===== src/tmf_pkg.sv =====
// Package: shared constants, payload types and sequencer types for the trimmed-mean filter.
package tmf_pkg;

  // History depth per channel and its index width
  localparam int WINDOW     = 10;
  localparam int CNT_BITS   = $clog2(WINDOW);
  // Running sum width; ten 12-bit samples never wrap it
  localparam int ACC_BITS   = 16;
  // Mean of the middle eight
  localparam int TRIM_SHIFT = 3;
  // Port field width of samples and results
  localparam int FIELD_BITS = 12;

  typedef logic [FIELD_BITS-1:0] field_t;

  typedef struct packed {
    field_t open_sample;
    field_t close_sample;
    field_t current_sample;
  } in_item_t;

  typedef struct packed {
    field_t open_filtered;
    field_t close_filtered;
    field_t current_filtered;
  } out_item_t;

  typedef enum logic [1:0] {
    ST_IDLE,
    ST_ACCUM,
    ST_FINISH
  } state_t;

  // Sequencer strobes toward the history lines, the units and the output register
  typedef struct packed {
    logic shift;   // push new samples on input transfer
    logic rotate;  // circulate history one place
    logic step;    // unit consumes the history tail
    logic first;   // first entry of a pass: load instead of update
    logic load;    // capture results into the output register
  } seq_ctrl_t;

endpackage


===== src/tmf_stream_if.sv =====
// Interface: valid/ready channel carrying one payload item per transfer.
interface tmf_stream_if #(
  parameter type T = logic
);
  logic valid;
  logic ready;
  T     data;

  modport source (output valid, output data, input ready);
  modport sink   (input valid, input data, output ready);
endinterface


===== src/three_channel_trimmed_mean_filter_core.sv =====
// Top level: three-channel trimmed-mean moving-window filter core.
// Each input transfer pushes one sample per channel into a ten-deep history
// (reset to zeros, so the first nine results include those zeros) and yields
// one result transfer holding, per channel, (sum - min - max) >> 3 over the ten
// stored samples. The idle state takes the item and pushes it into the history,
// the accumulate state lets each channel's compare/add unit consume the history
// entries one by one as the history circulates once, and the finish state loads
// the output register as soon as it is free. The input is not ready from the
// transfer until the sequencer is back in idle; a finished result waits in the
// output register while the next input transfer is taken. Input bits above
// SAMPLE_BITS are ignored.
module three_channel_trimmed_mean_filter_core #(
  parameter int SAMPLE_BITS = 12
) (
  input logic       clk,
  input logic       rst,
  tmf_stream_if.sink   samples,
  tmf_stream_if.source filtered
);
  import tmf_pkg::*;

  seq_ctrl_t              ctrl;
  logic                   in_ready;
  logic                   out_valid;
  out_item_t              out_data;
  logic                   out_free;
  logic [SAMPLE_BITS-1:0] open_tail;
  logic [SAMPLE_BITS-1:0] close_tail;
  logic [SAMPLE_BITS-1:0] current_tail;
  field_t                 open_res;
  field_t                 close_res;
  field_t                 current_res;
  in_item_t               in_item;

  assign in_item  = samples.data;
  assign out_free = !out_valid || filtered.ready;

  tmf_seq u_seq (
    .clk      (clk),
    .rst      (rst),
    .in_valid (samples.valid),
    .out_free (out_free),
    .in_ready (in_ready),
    .ctrl     (ctrl)
  );

  assign samples.ready = in_ready;

  // Per-channel history lines
  tmf_history #(.W(SAMPLE_BITS)) u_open_hist (
    .clk    (clk),
    .rst    (rst),
    .shift  (ctrl.shift),
    .rotate (ctrl.rotate),
    .din    (in_item.open_sample[SAMPLE_BITS-1:0]),
    .tail   (open_tail)
  );

  tmf_history #(.W(SAMPLE_BITS)) u_close_hist (
    .clk    (clk),
    .rst    (rst),
    .shift  (ctrl.shift),
    .rotate (ctrl.rotate),
    .din    (in_item.close_sample[SAMPLE_BITS-1:0]),
    .tail   (close_tail)
  );

  tmf_history #(.W(SAMPLE_BITS)) u_current_hist (
    .clk    (clk),
    .rst    (rst),
    .shift  (ctrl.shift),
    .rotate (ctrl.rotate),
    .din    (in_item.current_sample[SAMPLE_BITS-1:0]),
    .tail   (current_tail)
  );

  // Per-channel min/max/sum units
  tmf_unit #(.W(SAMPLE_BITS)) u_open_unit (
    .clk    (clk),
    .ctrl   (ctrl),
    .value  (open_tail),
    .result (open_res)
  );

  tmf_unit #(.W(SAMPLE_BITS)) u_close_unit (
    .clk    (clk),
    .ctrl   (ctrl),
    .value  (close_tail),
    .result (close_res)
  );

  tmf_unit #(.W(SAMPLE_BITS)) u_current_unit (
    .clk    (clk),
    .ctrl   (ctrl),
    .value  (current_tail),
    .result (current_res)
  );

  // Output register
  always_ff @(posedge clk) begin
    if (rst) begin
      out_valid <= 1'b0;
    end else if (ctrl.load) begin
      out_valid <= 1'b1;
    end else if (filtered.ready) begin
      out_valid <= 1'b0;
    end
  end

  always_ff @(posedge clk) begin
    if (ctrl.load) begin
      out_data.open_filtered    <= open_res;
      out_data.close_filtered   <= close_res;
      out_data.current_filtered <= current_res;
    end
  end

  assign filtered.valid = out_valid;
  assign filtered.data  = out_data;

  // The sequencer is busy right after an input transfer
  a_busy_after_transfer: assert property (@(posedge clk) disable iff (rst)
    samples.valid && samples.ready |=> !samples.ready)
    else $error("input ready right after a transfer");

  // With the output register empty at the transfer, the result is loaded as soon
  // as the pass over the history ends and is then seen as valid
  a_latency: assert property (@(posedge clk) disable iff (rst)
    samples.valid && samples.ready && !filtered.valid |-> ##12 filtered.valid)
    else $error("result missing twelve cycles after input transfer");

  // A new result only appears while the input side is held off
  a_result_from_pass: assert property (@(posedge clk) disable iff (rst)
    $rose(filtered.valid) |-> $past(!samples.ready))
    else $error("result appeared without a pass over the history");
endmodule


===== src/tmf_history.sv =====
// Module: one channel's sample history as a shift line that can also circulate.
module tmf_history #(
  parameter int W = 12
) (
  input  logic         clk,
  input  logic         rst,
  input  logic         shift,
  input  logic         rotate,
  input  logic [W-1:0] din,
  output logic [W-1:0] tail
);
  import tmf_pkg::*;

  logic [W-1:0] hist [WINDOW];

  // Shift in a new sample, or circulate the oldest entry back to the front
  always_ff @(posedge clk) begin
    if (rst) begin
      for (int i = 0; i < WINDOW; i++) hist[i] <= '0;
    end else if (shift || rotate) begin
      hist[0] <= shift ? din : hist[WINDOW-1];
      for (int i = 1; i < WINDOW; i++) hist[i] <= hist[i-1];
    end
  end

  assign tail = hist[WINDOW-1];
endmodule


===== src/tmf_unit.sv =====
// Module: per-channel compare and add unit that walks the history for min, max and sum.
module tmf_unit #(
  parameter int W = 12
) (
  input  logic                       clk,
  input  tmf_pkg::seq_ctrl_t         ctrl,
  input  logic [W-1:0]               value,
  output logic [tmf_pkg::FIELD_BITS-1:0] result
);
  import tmf_pkg::*;

  logic [W-1:0]        lo;
  logic [W-1:0]        hi;
  logic [ACC_BITS-1:0] acc;
  logic [ACC_BITS-1:0] trimmed;

  // One entry per step: track extremes and accumulate
  always_ff @(posedge clk) begin
    if (ctrl.step) begin
      if (ctrl.first) begin
        lo  <= value;
        hi  <= value;
        acc <= ACC_BITS'(value);
      end else begin
        if (value > hi) hi <= value;
        if (value < lo) lo <= value;
        acc <= acc + ACC_BITS'(value);
      end
    end
  end

  // Drop one min and one max, then average the remaining eight
  assign trimmed = acc - ACC_BITS'(lo) - ACC_BITS'(hi);
  assign result  = trimmed[TRIM_SHIFT +: FIELD_BITS];
endmodule


===== src/tmf_seq.sv =====
// Module: sequencer that steps the units over the history and hands off to the output register.
module tmf_seq (
  input  logic               clk,
  input  logic               rst,
  input  logic               in_valid,
  input  logic               out_free,
  output logic               in_ready,
  output tmf_pkg::seq_ctrl_t ctrl
);
  import tmf_pkg::*;

  state_t              state;
  state_t              state_next;
  logic [CNT_BITS-1:0] cnt;
  logic [CNT_BITS-1:0] cnt_next;

  // State and pass counter
  always_ff @(posedge clk) begin
    if (rst) begin
      state <= ST_IDLE;
      cnt   <= '0;
    end else begin
      state <= state_next;
      cnt   <= cnt_next;
    end
  end

  // Next state
  always_comb begin
    state_next = state;
    cnt_next   = cnt;
    case (state)
      ST_IDLE: begin
        cnt_next = '0;
        if (in_valid) state_next = ST_ACCUM;
      end
      ST_ACCUM: begin
        cnt_next = cnt + 1'b1;
        if (cnt == CNT_BITS'(WINDOW - 1)) state_next = ST_FINISH;
      end
      ST_FINISH: begin
        if (out_free) state_next = ST_IDLE;
      end
      default: begin
        state_next = ST_IDLE;
        cnt_next   = '0;
      end
    endcase
  end

  // Outputs
  always_comb begin
    in_ready    = 1'b0;
    ctrl        = '0;
    case (state)
      ST_IDLE: begin
        in_ready   = 1'b1;
        ctrl.shift = in_valid;
      end
      ST_ACCUM: begin
        ctrl.rotate = 1'b1;
        ctrl.step   = 1'b1;
        ctrl.first  = (cnt == '0);
      end
      ST_FINISH: begin
        ctrl.load = out_free;
      end
      default: begin
        in_ready = 1'b0;
      end
    endcase
  end
endmodule


===== src/flat_wrapper.sv =====
// flat-port wrapper written by rule: the top's interface ports become plain ports
module three_channel_trimmed_mean_filter_core_flat import tmf_pkg::*;
#(
  parameter int SAMPLE_BITS = 12
)
  (clk, rst, samples_valid, samples_data, samples_ready, filtered_valid, filtered_data, filtered_ready);
  tmf_stream_if #(.T(in_item_t)) samples_i ();
  tmf_stream_if #(.T(out_item_t)) filtered_i ();
  input logic clk;
  input logic rst;
  input wire logic [$bits(samples_i.valid)-1:0] samples_valid;
  input wire logic [$bits(samples_i.data)-1:0] samples_data;
  output wire logic [$bits(samples_i.ready)-1:0] samples_ready;
  output wire logic [$bits(filtered_i.valid)-1:0] filtered_valid;
  output wire logic [$bits(filtered_i.data)-1:0] filtered_data;
  input wire logic [$bits(filtered_i.ready)-1:0] filtered_ready;
  assign samples_i.valid = samples_valid;
  assign samples_i.data = samples_data;
  assign samples_ready = samples_i.ready;
  assign filtered_valid = filtered_i.valid;
  assign filtered_data = filtered_i.data;
  assign filtered_i.ready = filtered_ready;
  three_channel_trimmed_mean_filter_core #(.SAMPLE_BITS(SAMPLE_BITS)) u_core (.clk(clk), .rst(rst), .samples(samples_i), .filtered(filtered_i));
endmodule

===== config.mk =====
export PLATFORM = sky130hd
export DESIGN_NAME = three_channel_trimmed_mean_filter_core_flat
export DESIGN_NICKNAME = d
export VERILOG_FILES = /design/src/tmf_pkg.sv /design/src/tmf_stream_if.sv /design/src/three_channel_trimmed_mean_filter_core.sv /design/src/tmf_history.sv /design/src/tmf_unit.sv /design/src/tmf_seq.sv /design/src/flat_wrapper.sv
export SDC_FILE = /design/constraint.sdc
export NUM_CORES = 1
export LEC_CHECK = 0
export ABC_AREA = 1
export BUFFER_PORTS_ARGS = -buffer_cell sky130_fd_sc_hd__buf_2
export CORE_MARGIN = 2
export CORE_UTILIZATION = 51
export DETAILED_ROUTE_END_ITERATION = 10
export PLACE_DENSITY = 0.65
export REMOVE_ABC_BUFFERS = 1
export SLEW_MARGIN = 0
export SYNTH_ARGS = -nofsm -noshare
export SYNTH_HDL_FRONTEND = slang
export SYNTH_SLANG_ARGS = --single-unit
export TNS_END_PERCENT = 100

===== constraint.sdc =====
create_clock -name clk -period 11.1 [get_ports clk]
set_input_delay 0.555 -clock clk [delete_from_list [all_inputs] [get_ports clk]]
set_output_delay 0.555 -clock clk [all_outputs]
set_load 0.05 [all_outputs]

# [Yosys cells after proc, flatten, opt, wreduce, memory -nomap -nowiden]
# Memory sizes are Yosys's and may differ from the RTL's.
# Index checks and enable logic that the tools add are counted.
[totals] register_bits=163 ram_bits=360 input_bits=40 out_inout_bits=38 wordCells=156 n_memories=3
[mem_list] name="u_core.u_close_hist.hist" words=10 word_bits=12 read_ports=10 rd_ports_with_merged_regs=0 wr=10 line="tmf_history.sv:14" source="logic [W-1:0] hist [WINDOW];"
[mem_list] name="u_core.u_current_hist.hist" words=10 word_bits=12 read_ports=10 rd_ports_with_merged_regs=0 wr=10 line="tmf_history.sv:14"
[mem_list] name="u_core.u_open_hist.hist" words=10 word_bits=12 read_ports=10 rd_ports_with_merged_regs=0 wr=10 line="tmf_history.sv:14"
[classes] addsub=10 magnitude_cmp=6 n_eq_ne=6 muxes=64 bitwise=30 reduce_logical=19
[ops] op="2-to-1 mux 12 bit" n=48
[ops] op="subtractor 15 x 12 -> 15 bit" n=6
[ops] op="adder 16 x 12 -> 16 bit" n=3
[ops] op="greater-than comparator 12 bit" n=3
[ops] op="< comparator 12 bit" n=3
[ops] op="bitwise OR 1 bit" n=30
[ops] op="nonzero test 2 bit" n=7
[ops] op="AND reduction 2 bit" n=6
[ops] op="2-to-1 mux 1 bit" n=10
[ops] op="case mux 4 bit (2 select lines)" n=1
[ops] op="2-to-1 mux 2 bit" n=3
[ops] op="!= test 2 bit (second input constant)" n=3
[ops] op="case mux 2 bit (3 select lines)" n=1
[ops] op="adder 4 x 1 -> 4 bit (second input constant)" n=1
[ops] op="equality test 4 bit (second input constant)" n=1
[ops] op="logical NOT 4 bit" n=1
[ops] op="2-to-1 mux 3 bit" n=1
[ops] op="AND reduction 3 bit" n=1
[ops] op="equality test 2 x 1 -> 1 bit (second input constant)" n=1
[ops] op="equality test 2 bit (second input constant)" n=1
[ops] op="logical NOT 2 bit" n=1
[ops] op="logical OR 1 bit" n=2
[ops] op="logical NOT 1 bit" n=1

# [Longest topological paths before layout]
[depth] ltp_word=7 depth_mapped=12 depth_no_buf=12

# [Modules after synthesis]
# Synthesis repeated with hierarchy kept, for this count alone.
[hier_totals] cells_unflattened=2794 hier_area_um2=26960.9
[modules_own_cells] mod="tmf_history" instances=3 cells_per_inst=429 area_each_um2=4847.1
[modules_own_cells] mod="tmf_unit at u_core.u_open_unit" instances=1 cells_per_inst=471 area_each_um2=3651.0
[modules_own_cells] mod="tmf_unit at u_core.u_close_unit" instances=1 cells_per_inst=469 area_each_um2=3648.5
[modules_own_cells] mod="tmf_unit at u_core.u_current_unit" instances=1 cells_per_inst=473 area_each_um2=3627.2
[modules_own_cells] mod="three_channel_trimmed_mean_filter_core" instances=1 cells_per_inst=41 area_each_um2=1123.6
[modules_own_cells] mod="tmf_seq" instances=1 cells_per_inst=53 area_each_um2=369.1

# [Worst setup path before layout]
# OpenSTA, ideal clock, no wires.
[synth_timing] path_kind="flip-flop to flip-flop" from="register u_core.u_seq.state[1]" to="memory u_core.u_close_hist.hist[0][0] (enable)" setup_ns=0.740 arrival_ns=8.868 t_required_ns=10.360 path_slack_ns=1.492 stages_incl_launch_ff=6 path_buffers=0 period_less_slack_ns=9.608 cell_sequence="dfxtp_1 > nor2_2 > nand2_2 > inv_2 > nor2_4 > nand2_1"
[synth_lines] item="from (decl)" line="tmf_seq.sv:12" source="state_t state;"
[synth_lines] item="from (signal assigned)" line="tmf_seq.sv:23" source="state <= state_next;"
[synth_lines] item="to (decl)" line="tmf_history.sv:14"

==> results.sh <==
export IMPL_clock_path_buffers=3
export IMPL_design_area_sq_mm=0.02937
export IMPL_fin_cells=3536
export IMPL_skew_ns=0.03045
export IMPL_syn_avg_cell_area_sq_um=9.776
export IMPL_cts_tree="built"
export IMPL_vdd_drop_max_v=0.0001268
export IMPL_fp_dieW_microns=232.5
export IMPL_syn_area_sq_mm=0.02662
export IMPL_vias_per_cell=4.949
export IMPL_drt_initial_drc_count=1217
export IMPL_hold_path_class="primary input to flop"
export IMPL_dieArea_sq_mm=0.05404
export IMPL_crit_path_end_kind="flop"
export IMPL_synthCells=2723
export IMPL_clk_pin_slew_ns=0.06
export IMPL_period_share_pct=46.31
export IMPL_dp_cells=3434
export IMPL_slew_headroom_pct=28.79
export IMPL_required_ns=11.41
export IMPL_finalSetupTns_ns=0
export IMPL_layout_drive_gt1_share_pct=6.933
export IMPL_finalWorstSetupSlack_ns=5.959
export IMPL_ys_seq_elements=520
export IMPL_ctsRootBufferMaster="clkbuf_16"
export IMPL_power_mw=6.044
export IMPL_finalHoldViolations=0
export IMPL_grt_pass1_wl_microns=86550
export IMPL_drtAntennaViolNets=0
export IMPL_drc=0
export IMPL_die_h_microns=232.5
export IMPL_maxCapViolations=0
export IMPL_layout_min_cycle_time_ns=5.141
export IMPL_finalSetupViolCount=0
export IMPL_critPathArrivalTime_ns=5.46
export IMPL_syn_to_final_growth_pct=10.34
export IMPL_cp_start_kind="flop"
export IMPL_critical_path_class="flop to flop"
export IMPL_track_usage_pct=20.11
export IMPL_n_antenna_cell=0
export IMPL_rrSetupSlack_ns=5.96
export IMPL_worst_path_max_delay_cell="buf_4"
export IMPL_num_rows=83
export IMPL_place_gp_congestion=0.9030
export IMPL_core_area_sq_mm=0.05151
export IMPL_tightest_slew_ns=1.066
export IMPL_top_level_ports=78
export IMPL_crit_fanout=137
export IMPL_rsz0062_at_grt="no"
export IMPL_wl_per_cell_microns=15.13
export IMPL_finalHoldWorstSlack_ns=0.3024
export IMPL_dp_slack_ns=5.766
export IMPL_ys_seq_area_share_pct=58.40
export IMPL_whs_endpoint="u_core.u_seq.cnt[1]$_SDFFE_PP0N_"
export IMPL_cts_sinks=520
export IMPL_dr_pass1_iters=5
export IMPL_power_density_mw_per_mm2=205.8
export IMPL_yosys_area_top_type="edfxtp_1"
export IMPL_overflow=0
export IMPL_fmax_mhz=194.5
export IMPL_grt_pass1_vias=16960
export IMPL_holdCritStartpoint="rst"
export IMPL_grt_max_degree=138
export IMPL_hold_depth=2
export IMPL_utilization_pct=57.02
export IMPL_ys_types=37
export IMPL_place_hpwl_microns=36740
export IMPL_cp_cell_sequence="nor2_2 -> nand2_2 -> inv_2 -> nor2_4 -> nor2_8 -> inv_8 -> buf_4 -> buf_4 -> nor2_1"
export IMPL_hold_buffers=0
export IMPL_power_leakage_nw=13.25
export IMPL_port_buffers=77
export IMPL_post_cts_setup_buffers=0
export IMPL_placed_area_sq_mm=0.02755
export IMPL_layout_nets=3034
export IMPL_timing_rr_start="u_core.u_seq.state[1]$_SDFFE_PP0P_"
export IMPL_r2r_cells=9
export IMPL_numCtsBuffers=55
export IMPL_synth_top_cell_area_share_pct=57.87
export IMPL_ys_warn_count=0
export IMPL_status="complete, no violations"
export IMPL_startpoint="u_core.u_seq.state[1]$_SDFFE_PP0P_"
export IMPL_crit_top_cell="buf_4"
export IMPL_drv_slew=0
export IMPL_yosys_top_cells_area="edfxtp_1 (58%), inv_1 (8.4%), nand2_1 (8.1%)"
export IMPL_antenna_found_initial=0
export IMPL_r2r_end="u_core.u_open_hist.hist[1][9]$_SDFFCE_PN0P_"
export IMPL_via_count=17500
export IMPL_cp_slowest_stage_delay_ns=0.87
export IMPL_initial_core_util_pct=51.68
export IMPL_wl_microns=53490
export IMPL_cts_resized=0
export IMPL_h_tree_depth=2
export IMPL_clkLatencyLatePin_ns=0.63
[cell families after synthesis]
kind of cell | count (synthesis) | share of synthesized area, %
AND/OR/NAND/NOR | 1180 | 17.90
buffers and inverters | 653 | 9.937
adder cells (fa/ha/maj) | 183 | 9.617
XOR/XNOR | 29 | 0.9542
AO/OA/AOI/OAI | 158 | 3.196
flip-flops | 520 | 58.40
[layout by cell type (no fill, tap or decap), types with 2 or more instances in the layout]
master / n
bufinv_16: 5
a21o_1: 6
nor2_1: 418
dfxtp_1: 7
clkinv_4: 3
inv_6: 7
o21bai_1: 2
ha_1: 147
o21ai_1: 13
xor2_1: 18
nand4_1: 26
edfxtp_1: 513
nor2_2: 11
o21ai_0: 39
and2_1: 13
xnor2_1: 11
buf_2: 77
clkinv_2: 9
inv_1: 596
clkinv_1: 9
nand2_1: 574
inv_2: 2
o211ai_1: 2
buf_4: 8
nor3_1: 5
fa_1: 36
or2_2: 6
nand3_1: 119
clkinvlp_4: 4
a21oi_1: 80
a31oi_1: 5
clkbuf_16: 56
nor2_4: 3
clkbuf_1: 7
a21boi_0: 2
o21a_1: 7
[cells in the mapped netlist (all sizes together)]
master,n
dfxtp,7
inv,599
xor2,18
o21ai,52
nand2,576
clkbuf,13
edfxtp,513
a211oi,1
or2,6
xnor2,11
a21oi,80
nand3,119
nand4,27
o21bai,2
nor2,433
o21a,7
o211ai,2
a21o,6
nor3,5
and2,13
a221oi,1
and3,1
a21boi,2
fa,36
ha,147
buf,41
a31oi,5
[final cells by class]
cell class	count	area (sq um)
Clock inverter	39	396.6
Clock buffer	63	1428
Sequential cell	520	15540
Timing Repair Buffer	85	445.4
Tap cell	680	850.8
Multi-Input combinational cell	1550	8449
Fill cell	4455	22140
Inverter	599	2256
[power by group]
part / switching [mW] / leakage (nW) / internal, mW
combinational: 1.04 / 6.87 / 0.517
clock: 0.796 / 0.884 / 1.05
sequential: 0.119 / 5.49 / 2.52
total: 1.95 / 13.2 / 4.09
[how the worst max path moves through the flow]
stage | cells past startpoint | endpoint | slack (ns)
after floorplan | 4 | u_core.u_close_hist.hist[0][0]$_SDFFCE_PN0P_ | 0.76
after global placement | 9 | u_core.u_open_hist.hist[4][9]$_SDFFCE_PN0P_ | 5.92
after detailed placement | 9 | u_core.u_open_hist.hist[8][8]$_SDFFCE_PN0P_ | 5.77
after CTS | 9 | u_core.u_open_hist.hist[8][8]$_SDFFCE_PN0P_ | 5.94
after global routing | 9 | u_core.u_open_hist.hist[1][9]$_SDFFCE_PN0P_ | 5.51
final | 9 | u_core.u_open_hist.hist[1][9]$_SDFFCE_PN0P_ | 5.96
[worst max-delay path, delay by kind of cell (launching register included)]
family / cells / cell delay, ns
simple gates: 5 / 1.34
flops: 1 / 0.41
buf+inv: 4 / 2.86
[metal layers]
| metal | global-route usage (%) | vias to the layer above | part of all wire (%) |
|---|---|---|---|
| li1 | - | 8805 | - |
| met3 | 2.341 | 73 | 4.1 |
| met2 | 31.29 | 301 | 45 |
| met1 | 29.82 | 8321 | 49 |
| met5 | 0 | - | 0 |
| met4 | 5.892 | 0 | 2.1 |
[sequential cells by signal (all words and copies together), names as in the netlist]
register	cells
u_core.filtered.valid	1
u_core.u_open_unit.hi	12
u_core.u_current_unit.acc	15
u_core.u_current_unit.lo	12
u_core.u_close_hist.hist	120
u_core.u_close_unit.hi	12
u_core.u_open_unit.acc	15
u_core.filtered.data	36
u_core.u_seq.cnt	4
u_core.u_close_unit.lo	12
u_core.u_seq.state	2
u_core.u_current_hist.hist	120
u_core.u_close_unit.acc	15
u_core.u_open_hist.hist	120
u_core.u_current_unit.hi	12
u_core.u_open_unit.lo	12
Note: power is estimated with default switching activity, not from simulation.
